===== src/rtl/mecr_pkg.sv =====
// Shared types, codes and constants for the MIDI event to CV router.
package mecr_pkg;

  // Clock ticks per divided clock pulse, in the range 1 to 15.
  localparam logic [3:0] CLOCK_DIVIDE = 4'd12;

  // Pitch bend center and the controller number of the modulation wheel.
  localparam logic [13:0] BEND_CENTER  = 14'd8192;
  localparam logic [6:0]  MOD_WHEEL_CC = 7'd1;

  // Configuration port geometry.
  localparam int unsigned CFG_INDEX_W = 3;
  localparam int unsigned CFG_DATA_W  = 15;

  localparam logic [CFG_INDEX_W-1:0] REG_LISTEN_CHANNEL = 3'd0;
  localparam logic [CFG_INDEX_W-1:0] REG_FUNCTION_A     = 3'd1;
  localparam logic [CFG_INDEX_W-1:0] REG_FUNCTION_B     = 3'd2;
  localparam logic [CFG_INDEX_W-1:0] REG_FULL_SCALE     = 3'd3;
  localparam logic [CFG_INDEX_W-1:0] REG_BEND_SCALE     = 3'd4;
  localparam logic [CFG_INDEX_W-1:0] REG_SEMITONE_STEP  = 3'd5;
  localparam logic [CFG_INDEX_W-1:0] REG_ZERO_NOTE      = 3'd6;

  typedef enum logic [2:0] {
    KIND_CLOCK    = 3'd0,
    KIND_START    = 3'd1,
    KIND_NOTE_ON  = 3'd2,
    KIND_NOTE_OFF = 3'd3,
    KIND_CONTROL  = 3'd4,
    KIND_PRESSURE = 3'd5,
    KIND_BEND     = 3'd6,
    KIND_OTHER    = 3'd7
  } kind_t;

  typedef enum logic [3:0] {
    ROLE_NOTE  = 4'd0,
    ROLE_TRIG  = 4'd1,
    ROLE_GATE  = 4'd2,
    ROLE_VEL   = 4'd3,
    ROLE_MOD   = 4'd4,
    ROLE_AFT   = 4'd5,
    ROLE_BEND  = 4'd6,
    ROLE_CLOCK = 4'd7,
    ROLE_START = 4'd8
  } role_t;

  typedef enum logic [2:0] {
    ACT_NONE     = 3'd0,
    ACT_LEVEL    = 3'd1,
    ACT_PULSE    = 3'd2,
    ACT_GATE_ON  = 3'd3,
    ACT_GATE_OFF = 3'd4
  } act_t;

  typedef struct packed {
    logic [2:0] event_kind;
    logic [3:0] event_channel;
    logic [6:0] first_data;
    logic [6:0] second_data;
  } in_item_t;

  typedef struct packed {
    logic [2:0]         a_action;
    logic signed [15:0] a_level;
    logic [2:0]         b_action;
    logic signed [15:0] b_level;
    logic               logged;
  } out_item_t;

  typedef struct packed {
    logic [3:0]  listen_channel;
    logic [3:0]  function_a;
    logic [3:0]  function_b;
    logic [14:0] full_scale_level;
    logic [14:0] bend_scale_level;
    logic [9:0]  semitone_step;
    logic [6:0]  zero_note;
  } cfg_t;

  // Candidate levels for one event, one per kind of scaling.
  typedef struct packed {
    logic signed [15:0] note;
    logic signed [15:0] prop;
    logic signed [15:0] bend;
  } levels_t;

endpackage


===== src/rtl/mecr_cfg_regs.sv =====
// Configuration register file of the MIDI event to CV router.
module mecr_cfg_regs
  import mecr_pkg::*;
(
  input  logic                   clk,
  input  logic                   rst_n,
  input  logic                   cfg_wr_en,
  input  logic [CFG_INDEX_W-1:0] cfg_index,
  input  logic [CFG_DATA_W-1:0]  cfg_wdata,
  output cfg_t                   cfg,
  output logic                   phase_clear
);

  cfg_t cfg_r;
  cfg_t cfg_nxt;

  always_comb begin
    cfg_nxt = cfg_r;
    if (cfg_wr_en) begin
      case (cfg_index)
        REG_LISTEN_CHANNEL: cfg_nxt.listen_channel   = cfg_wdata[3:0];
        REG_FUNCTION_A:     cfg_nxt.function_a       = cfg_wdata[3:0];
        REG_FUNCTION_B:     cfg_nxt.function_b       = cfg_wdata[3:0];
        REG_FULL_SCALE:     cfg_nxt.full_scale_level = cfg_wdata[14:0];
        REG_BEND_SCALE:     cfg_nxt.bend_scale_level = cfg_wdata[14:0];
        REG_SEMITONE_STEP:  cfg_nxt.semitone_step    = cfg_wdata[9:0];
        REG_ZERO_NOTE:      cfg_nxt.zero_note        = cfg_wdata[6:0];
        default:            cfg_nxt = cfg_r;
      endcase
    end
  end

  // Changing either output role restarts the clock divider.
  assign phase_clear = cfg_wr_en &&
                       (cfg_index == REG_FUNCTION_A || cfg_index == REG_FUNCTION_B);

  always_ff @(posedge clk) begin
    if (!rst_n) begin
      cfg_r.listen_channel   <= 4'd0;
      cfg_r.function_a       <= ROLE_NOTE;
      cfg_r.function_b       <= ROLE_GATE;
      cfg_r.full_scale_level <= 15'd7680;
      cfg_r.bend_scale_level <= 15'd4608;
      cfg_r.semitone_step    <= 10'd128;
      cfg_r.zero_note        <= 7'd60;
    end else begin
      cfg_r <= cfg_nxt;
    end
  end

  assign cfg = cfg_r;

endmodule


===== src/rtl/mecr_scaler.sv =====
// Level arithmetic: note CV, 7-bit proportions and pitch bend proportion.
module mecr_scaler
  import mecr_pkg::*;
(
  input  in_item_t in_data,
  input  cfg_t     cfg,
  output levels_t  levels
);

  // Floor division by 127 through remainder folding: x = 127*q + r.
  function automatic logic [14:0] div127(logic [21:0] x);
    logic [14:0] q1;
    logic [15:0] r1;
    logic [8:0]  q2;
    logic [8:0]  r2;
    logic [1:0]  q3;
    logic [7:0]  r3;
    logic [15:0] q;
    q1 = x[21:7];
    r1 = {9'd0, x[6:0]} + {1'b0, q1};
    q2 = r1[15:7];
    r2 = {2'd0, r1[6:0]} + q2;
    q3 = r2[8:7];
    r3 = {1'b0, r2[6:0]} + {6'd0, q3};
    q  = {1'b0, q1} + {7'd0, q2} + {14'd0, q3} + {15'd0, (r3 >= 8'd127)};
    return q[14:0];
  endfunction

  // Floor division by 32767 with the same folding.
  function automatic logic [13:0] div32767(logic [28:0] x);
    logic [13:0] q1;
    logic [15:0] r1;
    logic        q2;
    logic [15:0] r2;
    logic        corr;
    logic [14:0] q;
    q1   = x[28:15];
    r1   = {1'b0, x[14:0]} + {2'd0, q1};
    q2   = r1[15];
    r2   = {1'b0, r1[14:0]} + {15'd0, q2};
    corr = (r2 >= 16'd32767);
    q    = {1'b0, q1} + {14'd0, q2} + {14'd0, corr};
    return q[13:0];
  endfunction

  logic signed [7:0]  note_diff;
  logic signed [18:0] note_prod;
  logic [6:0]         prop_val;
  logic [21:0]        prop_prod;
  logic [14:0]        prop_quo;
  logic [13:0]        bend_raw;
  logic               bend_neg;
  logic [13:0]        bend_mag;
  logic [28:0]        bend_prod;
  logic [13:0]        bend_quo;

  always_comb begin
    note_diff = $signed({1'b0, in_data.first_data}) - $signed({1'b0, cfg.zero_note});
    note_prod = 19'(note_diff) * $signed({9'd0, cfg.semitone_step});
    if (note_prod > 19'sd32767) begin
      levels.note = 16'sh7fff;
    end else if (note_prod < -19'sd32768) begin
      levels.note = -16'sd32768;
    end else begin
      levels.note = note_prod[15:0];
    end
  end

  // Aftertouch scales its first data byte; velocity and mod wheel the second.
  always_comb begin
    prop_val    = (in_data.event_kind == KIND_PRESSURE) ? in_data.first_data
                                                        : in_data.second_data;
    prop_prod   = {15'd0, prop_val} * {7'd0, cfg.full_scale_level};
    prop_quo    = div127(prop_prod);
    levels.prop = $signed({1'b0, prop_quo});
  end

  // The bend is split into sign and magnitude so the quotient truncates toward zero.
  always_comb begin
    bend_raw  = {in_data.second_data, in_data.first_data};
    bend_neg  = (bend_raw < BEND_CENTER);
    bend_mag  = bend_neg ? (BEND_CENTER - bend_raw) : (bend_raw - BEND_CENTER);
    bend_prod = {15'd0, bend_mag} * {14'd0, cfg.bend_scale_level};
    bend_quo  = div32767(bend_prod);
    if (bend_neg) begin
      levels.bend = -$signed({2'b00, bend_quo});
    end else begin
      levels.bend = $signed({2'b00, bend_quo});
    end
  end

endmodule


===== src/rtl/mecr_router.sv =====
// Event decode, per-output action selection, clock divider and held note tracking.
module mecr_router
  import mecr_pkg::*;
(
  input  logic      clk,
  input  logic      rst_n,
  input  logic      in_accept,
  input  in_item_t  in_data,
  input  cfg_t      cfg,
  input  logic      phase_clear,
  input  levels_t   levels,
  output out_item_t item
);

  function automatic act_t lane_act(logic [3:0] role, kind_t kind, logic chan_ok,
                                    logic clk_hit, logic off_hit, logic cc_mod);
    act_t act;
    act = ACT_NONE;
    case (kind)
      KIND_CLOCK: begin
        if (clk_hit && role == ROLE_CLOCK) act = ACT_PULSE;
      end
      KIND_START: begin
        if (role == ROLE_START) act = ACT_PULSE;
      end
      KIND_NOTE_ON: begin
        if (chan_ok) begin
          case (role)
            ROLE_NOTE: act = ACT_LEVEL;
            ROLE_TRIG: act = ACT_PULSE;
            ROLE_GATE: act = ACT_GATE_ON;
            ROLE_VEL:  act = ACT_LEVEL;
            default:   act = ACT_NONE;
          endcase
        end
      end
      KIND_NOTE_OFF: begin
        if (off_hit && role == ROLE_GATE) act = ACT_GATE_OFF;
      end
      KIND_CONTROL: begin
        if (chan_ok && cc_mod && role == ROLE_MOD) act = ACT_LEVEL;
      end
      KIND_PRESSURE: begin
        if (chan_ok && role == ROLE_AFT) act = ACT_LEVEL;
      end
      KIND_BEND: begin
        if (chan_ok && role == ROLE_BEND) act = ACT_LEVEL;
      end
      default: act = ACT_NONE;
    endcase
    return act;
  endfunction

  function automatic logic signed [15:0] lane_level(logic [3:0] role, act_t act,
                                                    levels_t lv);
    logic signed [15:0] level;
    level = 16'sd0;
    if (act == ACT_LEVEL) begin
      case (role)
        ROLE_NOTE:                     level = lv.note;
        ROLE_VEL, ROLE_MOD, ROLE_AFT:  level = lv.prop;
        ROLE_BEND:                     level = lv.bend;
        default:                       level = 16'sd0;
      endcase
    end
    return level;
  endfunction

  logic [3:0] phase_r;
  logic [3:0] phase_nxt;
  logic       held_valid_r;
  logic       held_valid_nxt;
  logic [6:0] held_note_r;
  logic [6:0] held_note_nxt;

  kind_t      kind;
  logic       chan_ok;
  logic [3:0] phase_inc;
  logic       clk_hit;
  logic       off_hit;
  logic       cc_mod;
  act_t       act_a;
  act_t       act_b;

  always_comb begin
    kind      = kind_t'(in_data.event_kind);
    chan_ok   = (in_data.event_channel == cfg.listen_channel);
    phase_inc = phase_r + 4'd1;
    clk_hit   = (phase_inc == 4'd1);
    off_hit   = chan_ok && held_valid_r && (in_data.first_data == held_note_r);
    cc_mod    = (in_data.first_data == MOD_WHEEL_CC);
    act_a     = lane_act(cfg.function_a, kind, chan_ok, clk_hit, off_hit, cc_mod);
    act_b     = lane_act(cfg.function_b, kind, chan_ok, clk_hit, off_hit, cc_mod);
  end

  always_comb begin
    item.a_action = act_a;
    item.a_level  = lane_level(cfg.function_a, act_a, levels);
    item.b_action = act_b;
    item.b_level  = lane_level(cfg.function_b, act_b, levels);
    // Clock ticks are never logged even when they pulse an output.
    item.logged   = (kind == KIND_START) ||
                    (kind == KIND_NOTE_ON && chan_ok) ||
                    (kind != KIND_CLOCK && (act_a != ACT_NONE || act_b != ACT_NONE));
  end

  always_comb begin
    phase_nxt      = phase_r;
    held_valid_nxt = held_valid_r;
    held_note_nxt  = held_note_r;
    if (phase_clear) begin
      phase_nxt = 4'd0;
    end else if (in_accept) begin
      case (kind)
        KIND_CLOCK: begin
          phase_nxt = (phase_inc >= CLOCK_DIVIDE) ? 4'd0 : phase_inc;
        end
        KIND_NOTE_ON: begin
          if (chan_ok) begin
            held_valid_nxt = 1'b1;
            held_note_nxt  = in_data.first_data;
          end
        end
        KIND_NOTE_OFF: begin
          if (off_hit) held_valid_nxt = 1'b0;
        end
        default: begin
          phase_nxt = phase_r;
        end
      endcase
    end
  end

  always_ff @(posedge clk) begin
    if (!rst_n) begin
      phase_r      <= 4'd0;
      held_valid_r <= 1'b0;
      held_note_r  <= 7'd0;
    end else begin
      phase_r      <= phase_nxt;
      held_valid_r <= held_valid_nxt;
      held_note_r  <= held_note_nxt;
    end
  end

endmodule


===== src/rtl/midi_event_to_cv_router_unit.sv =====
// Top level of the MIDI event to CV router: handshake, result register and assertions.
// The router takes one decoded MIDI event per transaction and returns one result per
// event with an action and level for each of the two outputs plus a logged flag. It
// accepts a transaction whenever in_ready is high; the result shows up in the output
// register in the cycle after acceptance, and in_ready follows out_ready combinationally
// while that register is full, so throughput is one event per clock while out_ready
// stays high. Configuration writes take effect on the next edge and must be made
// while no result is pending; writing either function register restarts the clock
// divider.
module midi_event_to_cv_router_unit
  import mecr_pkg::*;
(
  input  logic                   clk,
  input  logic                   rst_n,
  input  logic                   in_valid,
  output logic                   in_ready,
  input  in_item_t               in_data,
  output logic                   out_valid,
  input  logic                   out_ready,
  output out_item_t              out_data,
  input  logic                   cfg_wr_en,
  input  logic [CFG_INDEX_W-1:0] cfg_index,
  input  logic [CFG_DATA_W-1:0]  cfg_wdata
);

  cfg_t      cfg;
  logic      phase_clear;
  levels_t   levels;
  out_item_t item_nxt;
  logic      in_accept;

  out_item_t out_data_r;
  logic      out_valid_r;
  logic      out_valid_nxt;

  mecr_cfg_regs u_cfg_regs (
    .clk         (clk),
    .rst_n       (rst_n),
    .cfg_wr_en   (cfg_wr_en),
    .cfg_index   (cfg_index),
    .cfg_wdata   (cfg_wdata),
    .cfg         (cfg),
    .phase_clear (phase_clear)
  );

  mecr_scaler u_scaler (
    .in_data (in_data),
    .cfg     (cfg),
    .levels  (levels)
  );

  mecr_router u_router (
    .clk         (clk),
    .rst_n       (rst_n),
    .in_accept   (in_accept),
    .in_data     (in_data),
    .cfg         (cfg),
    .phase_clear (phase_clear),
    .levels      (levels),
    .item        (item_nxt)
  );

  assign in_ready  = !out_valid_r || out_ready;
  assign in_accept = in_valid && in_ready;

  always_comb begin
    out_valid_nxt = out_valid_r;
    if (in_accept) begin
      out_valid_nxt = 1'b1;
    end else if (out_ready) begin
      out_valid_nxt = 1'b0;
    end
  end

  always_ff @(posedge clk) begin
    if (!rst_n) begin
      out_valid_r <= 1'b0;
    end else begin
      out_valid_r <= out_valid_nxt;
    end
  end

  always_ff @(posedge clk) begin
    if (in_accept) begin
      out_data_r <= item_nxt;
    end
  end

  assign out_valid = out_valid_r;
  assign out_data  = out_data_r;

`ifndef SYNTH
  // Every accepted transaction must produce a result on the next cycle.
  a_result_follows: assert property (@(posedge clk) disable iff (!rst_n)
    in_accept |=> out_valid_r)
    else $error("accepted transaction produced no result");

  // A level is only meaningful with a set-level action.
  a_level_zero: assert property (@(posedge clk) disable iff (!rst_n)
    out_valid_r |-> ((out_data_r.a_action == ACT_LEVEL || out_data_r.a_level == 16'sd0) &&
                     (out_data_r.b_action == ACT_LEVEL || out_data_r.b_level == 16'sd0)))
    else $error("nonzero level without a set-level action");

  // Clock ticks never enter the log.
  a_clock_not_logged: assert property (@(posedge clk) disable iff (!rst_n)
    (in_accept && in_data.event_kind == KIND_CLOCK) |=> !out_data_r.logged)
    else $error("clock tick was logged");
`endif

endmodule


===== config.mk =====
export PLATFORM = sky130hd
export DESIGN_NAME = midi_event_to_cv_router_unit
export DESIGN_NICKNAME = d
export VERILOG_FILES = /design/src/rtl/mecr_pkg.sv /design/src/rtl/mecr_cfg_regs.sv /design/src/rtl/mecr_scaler.sv /design/src/rtl/mecr_router.sv /design/src/rtl/midi_event_to_cv_router_unit.sv
export SDC_FILE = /design/constraint.sdc
export NUM_CORES = 1
export LEC_CHECK = 0
export BUFFER_PORTS_ARGS = -buffer_cell sky130_fd_sc_hd__buf_4
export CORE_MARGIN = 2
export CORE_UTILIZATION = 50
export DETAILED_ROUTE_END_ITERATION = 16
export PLACE_DENSITY = 0.67
export SLEW_MARGIN = 40
export SYNTH_ARGS = -nofsm -noshare
export SYNTH_HDL_FRONTEND = slang
export SYNTH_HIERARCHICAL = 1
export SYNTH_SLANG_ARGS = --single-unit

===== constraint.sdc =====
create_clock -name clk -period 46.8 [get_ports clk]
set_clock_uncertainty 0.1 [all_clocks]
set_input_delay 7.02 -clock clk [delete_from_list [all_inputs] [get_ports clk]]
set_output_delay 7.02 -clock clk [all_outputs]
set_load 0.01 [all_outputs]

==> flow_summary.yaml <==
run_status:
  status: "finished, final reports clean"
setup_path:
  cp_slowest_stage_delay_ns: 0.76
  crit_family: "simple AND/OR/NAND/NOR gates"
  cp_slowest_cell: "nor4b_1"
  worst_setup_path_start_kind: "input pin"
  startpoint: "in_data[10]"
  endpoint_kind: "flop"
  crit_arrival_ns: 21.51
  worst-path-buf-inv: 7
  crit_path_max_fanout: 15
  cp.required_ns: 46.83
  crit_type: "in -> reg"
  reg2reg_from: "u_cfg_regs/cfg[24]$_SDFFE_PN0P_"
  crit_top_cell: "fa_1"
sta:
  finalHoldViolCount: 0
  period_needed_ns: 21.48
  setup_violations: 0
  finalSetupTns_ns: 0
  drv_slew: 0
  fmaxAchievable_ghz: 0.04656
  slew_headroom_pct: 41.39
  max_slew.worst_pin.slew_ns: 0.8792
  finalCritPeriodShare_pct: 45.90
  rsz0062_at_grt: "false"
grt:
  antenna_found_initial: 1
  grt_pass1_vias: 17900
  overflow: 0
  grt_use_total_pct: 25.52
  grt_pass1_wl_um: 95280
  grt_max_degree: 83
floorplan:
  coreArea_um2: 44120
  die_w_um: 215.3
  rows: 77
  pin_count: 85
  fp.dieArea_um2: 46350
  die_h_um: 215.3
  initial_core_util_pct: 50.59
route:
  wl_per_cell_um: 18.20
  vias: 17850
  drtAntennaViolNets: 0
  first_pass_iters: 8
  drt-initial-drc-count: 1359
  drc_errors: 0
  vias_per_cell: 5.612
  wl_um: 57880
yosys:
  synth_cell_types: 112
  ys_top_cells_by_area: "fa_1 25%, ha_1 13%, dfxtp_1 6.5%"
  async_reset_ff_share_pct: 0
  synth_area_leader_cell: "fa_1"
  ys.flop_type: "dfxtp_1"
  synth_nets: 3117
  ys_seq_area_share_pct: 11.70
  synth_top_area_share_pct: 24.66
  synth_area_um2: 22320
  synth_edf_count: 39
  synth_cells: 2562
  ys_seq_elements: 111
  ys.warnings.count: 6
  syn_avg_cell_area_um2: 8.713
hold_path:
  hp-start: "u_cfg_regs/cfg[58]$_SDFFE_PN0P_"
  hold_path_class: "reg -> reg"
clock_network:
  clock-sinks: 111
  clkTransAtPathRegs_ns: 0.08
  root_buffer: "clkbuf_16"
  cts_resized: 0
  cts_tree: "yes"
  insertion_delay_ns: 0.38
  hold_buffers: 0
  post_cts_buffers: 0
  cts-buffers-inserted: 9
  h-tree-depth: 3
  cts_buffer_depth: 2
place:
  dp_hpwl_um: 46740
  gp_congestion: 0.9322
  dp_cells: 3163
  port_buffers: 84
  placed_cell_area_um2: 23420
pwr:
  peakVddDrop_mv: 0.03378
  cellPowerDensity_nw_per_um2: 39.32
  p_leak_nw: 11.69
cells_and_area:
  drive_above_1_share_pct: 8.388
  instances_no_fill: 3180
  n_fill_cell: 4135
  design_area_um2: 23750
  ff_latch_area_um2: 2613
  num-nets-final: 3137
  syn_to_final_growth_pct: 6.372
  multi_input_area_um2: 17830
run:
  drv_cap: 0
-- report_power, final --
part	total [mW]	internal, mW	switching [mW]	leakage [nW]
sequential	0.106	0.102	0.00400	0.977
combinational	0.747	0.288	0.459	10.6
clock	0.0806	0.0409	0.0398	0.154
-- registers in the layout (all words and copies together) (netlist names) --
name / count
u_cfg_regs/cfg: 59
u_router/phase_r: 4
u_router/held_valid_r: 1
u_router/held_note_r: 7
out_valid: 1
out_data: 39
-- layout by cell type, fill, tap and decap left out, drive strengths merged, types with 5 or more instances in the layout --
cell type    n
dfxtp       72
nand3       28
or2         15
xor2        47
o21ai       45
edfxtp      39
clkbuf      10
inv        388
nor2b       65
maj3         6
a21oi       95
a211o        5
o21a         9
nand2      335
nor4b        8
fa         275
mux2i       72
buf        107
xnor2      104
nand2b      17
a31oi       15
nor2       113
nor3        34
nor4        13
ha         236
nand3b      10
a21o        46
nand4       13
mux2        10
o211ai       8
o31ai       10
and3        11
a21boi       8
o21bai      16
a222oi      32
a211oi      15
or3          9
and2       159
a31o        11
-- synth_stat cells (all sizes together) (5+ instances only) --
library cell	instances
inv	384
nand2	335
fa	275
ha	236
and2	159
nor2	113
xnor2	104
a21oi	95
dfxtp	72
mux2i	72
clkbuf	66
nor2b	65
xor2	47
a21o	46
o21ai	45
edfxtp	39
nor3	34
a222oi	32
buf	32
nand3	28
nand2b	17
o21bai	16
a211oi	15
a31oi	15
or2	15
nand4	13
nor4	13
a31o	11
and3	11
mux2	10
nand3b	10
o31ai	10
o21a	9
or3	9
a21boi	8
nor4b	8
o211ai	8
maj3	6
a211o	5
-- kinds of logic after synthesis --
| logic type | count (synthesis) | share of synthesized area, % |
|---|---|---|
| buf+inv | 482 | 8.777 |
| simple gates | 861 | 20.12 |
| flops | 111 | 11.70 |
| other cells | 1 | 0.01680 |
| compound gates | 356 | 11.42 |
| fa+ha+maj | 517 | 38.16 |
| xor+xnor | 152 | 6.059 |
| mux | 82 | 3.750 |
-- path summary, 6_finish.rpt --
kind                                                        end  slack [ns]  cells after the start
worst max-delay path                     out_data[31]$_DFFE_PP_       25.32                     54
worst min-delay path            u_cfg_regs/cfg[58]$_SDFFE_PN0P_        0.38                      2
worst max register to register           out_data[31]$_DFFE_PP_       32.76                     48
worst min register to register  u_cfg_regs/cfg[58]$_SDFFE_PN0P_        0.38                      2
-- per-layer routing --
metal  vias to the layer above  routed length (um)  GRT usage [%]
met2                       573               25540          40.11
met4                         0                 819          4.575
met3                        44                4059          4.260
met1                      8767               27470          37.29
met5                         -                   0              0
li1                       8463                   -              -
-- layout make-up --
cell class	instances	share of cell area, %
sequential	111	11.00
multi-input combinational	1969	75.10
clock inverter	6	0.2634
clock buffer	10	1.054
inverter	384	6.070
antenna	1	0.01054
tap	592	3.119
timing repair buffer	107	3.383
-- stage by stage --
stage,setup slack (ns),power (mW),hold slack [ns],util (%)
2_1_floorplan,27.22,0.6657,0.3335,-
3_3_place_gp,25.27,0.8261,0.3457,52.99
3_5_place_dp,25.26,0.8411,0.3647,53.07
4_1_cts,25.61,0.9279,0.3803,53.78
5_1_grt,24.47,1.017,0.4051,53.81
6_report,25.32,0.9337,0.3795,53.82
-- tightest hold or removal path, delay by kind of cell, from the launching register on --
kind	cells	cell delay (ns)
DFF	1	0.33
muxes	1	0.05
and+or+nand+nor	1	0.06
(Power assumes the default switching activity.)
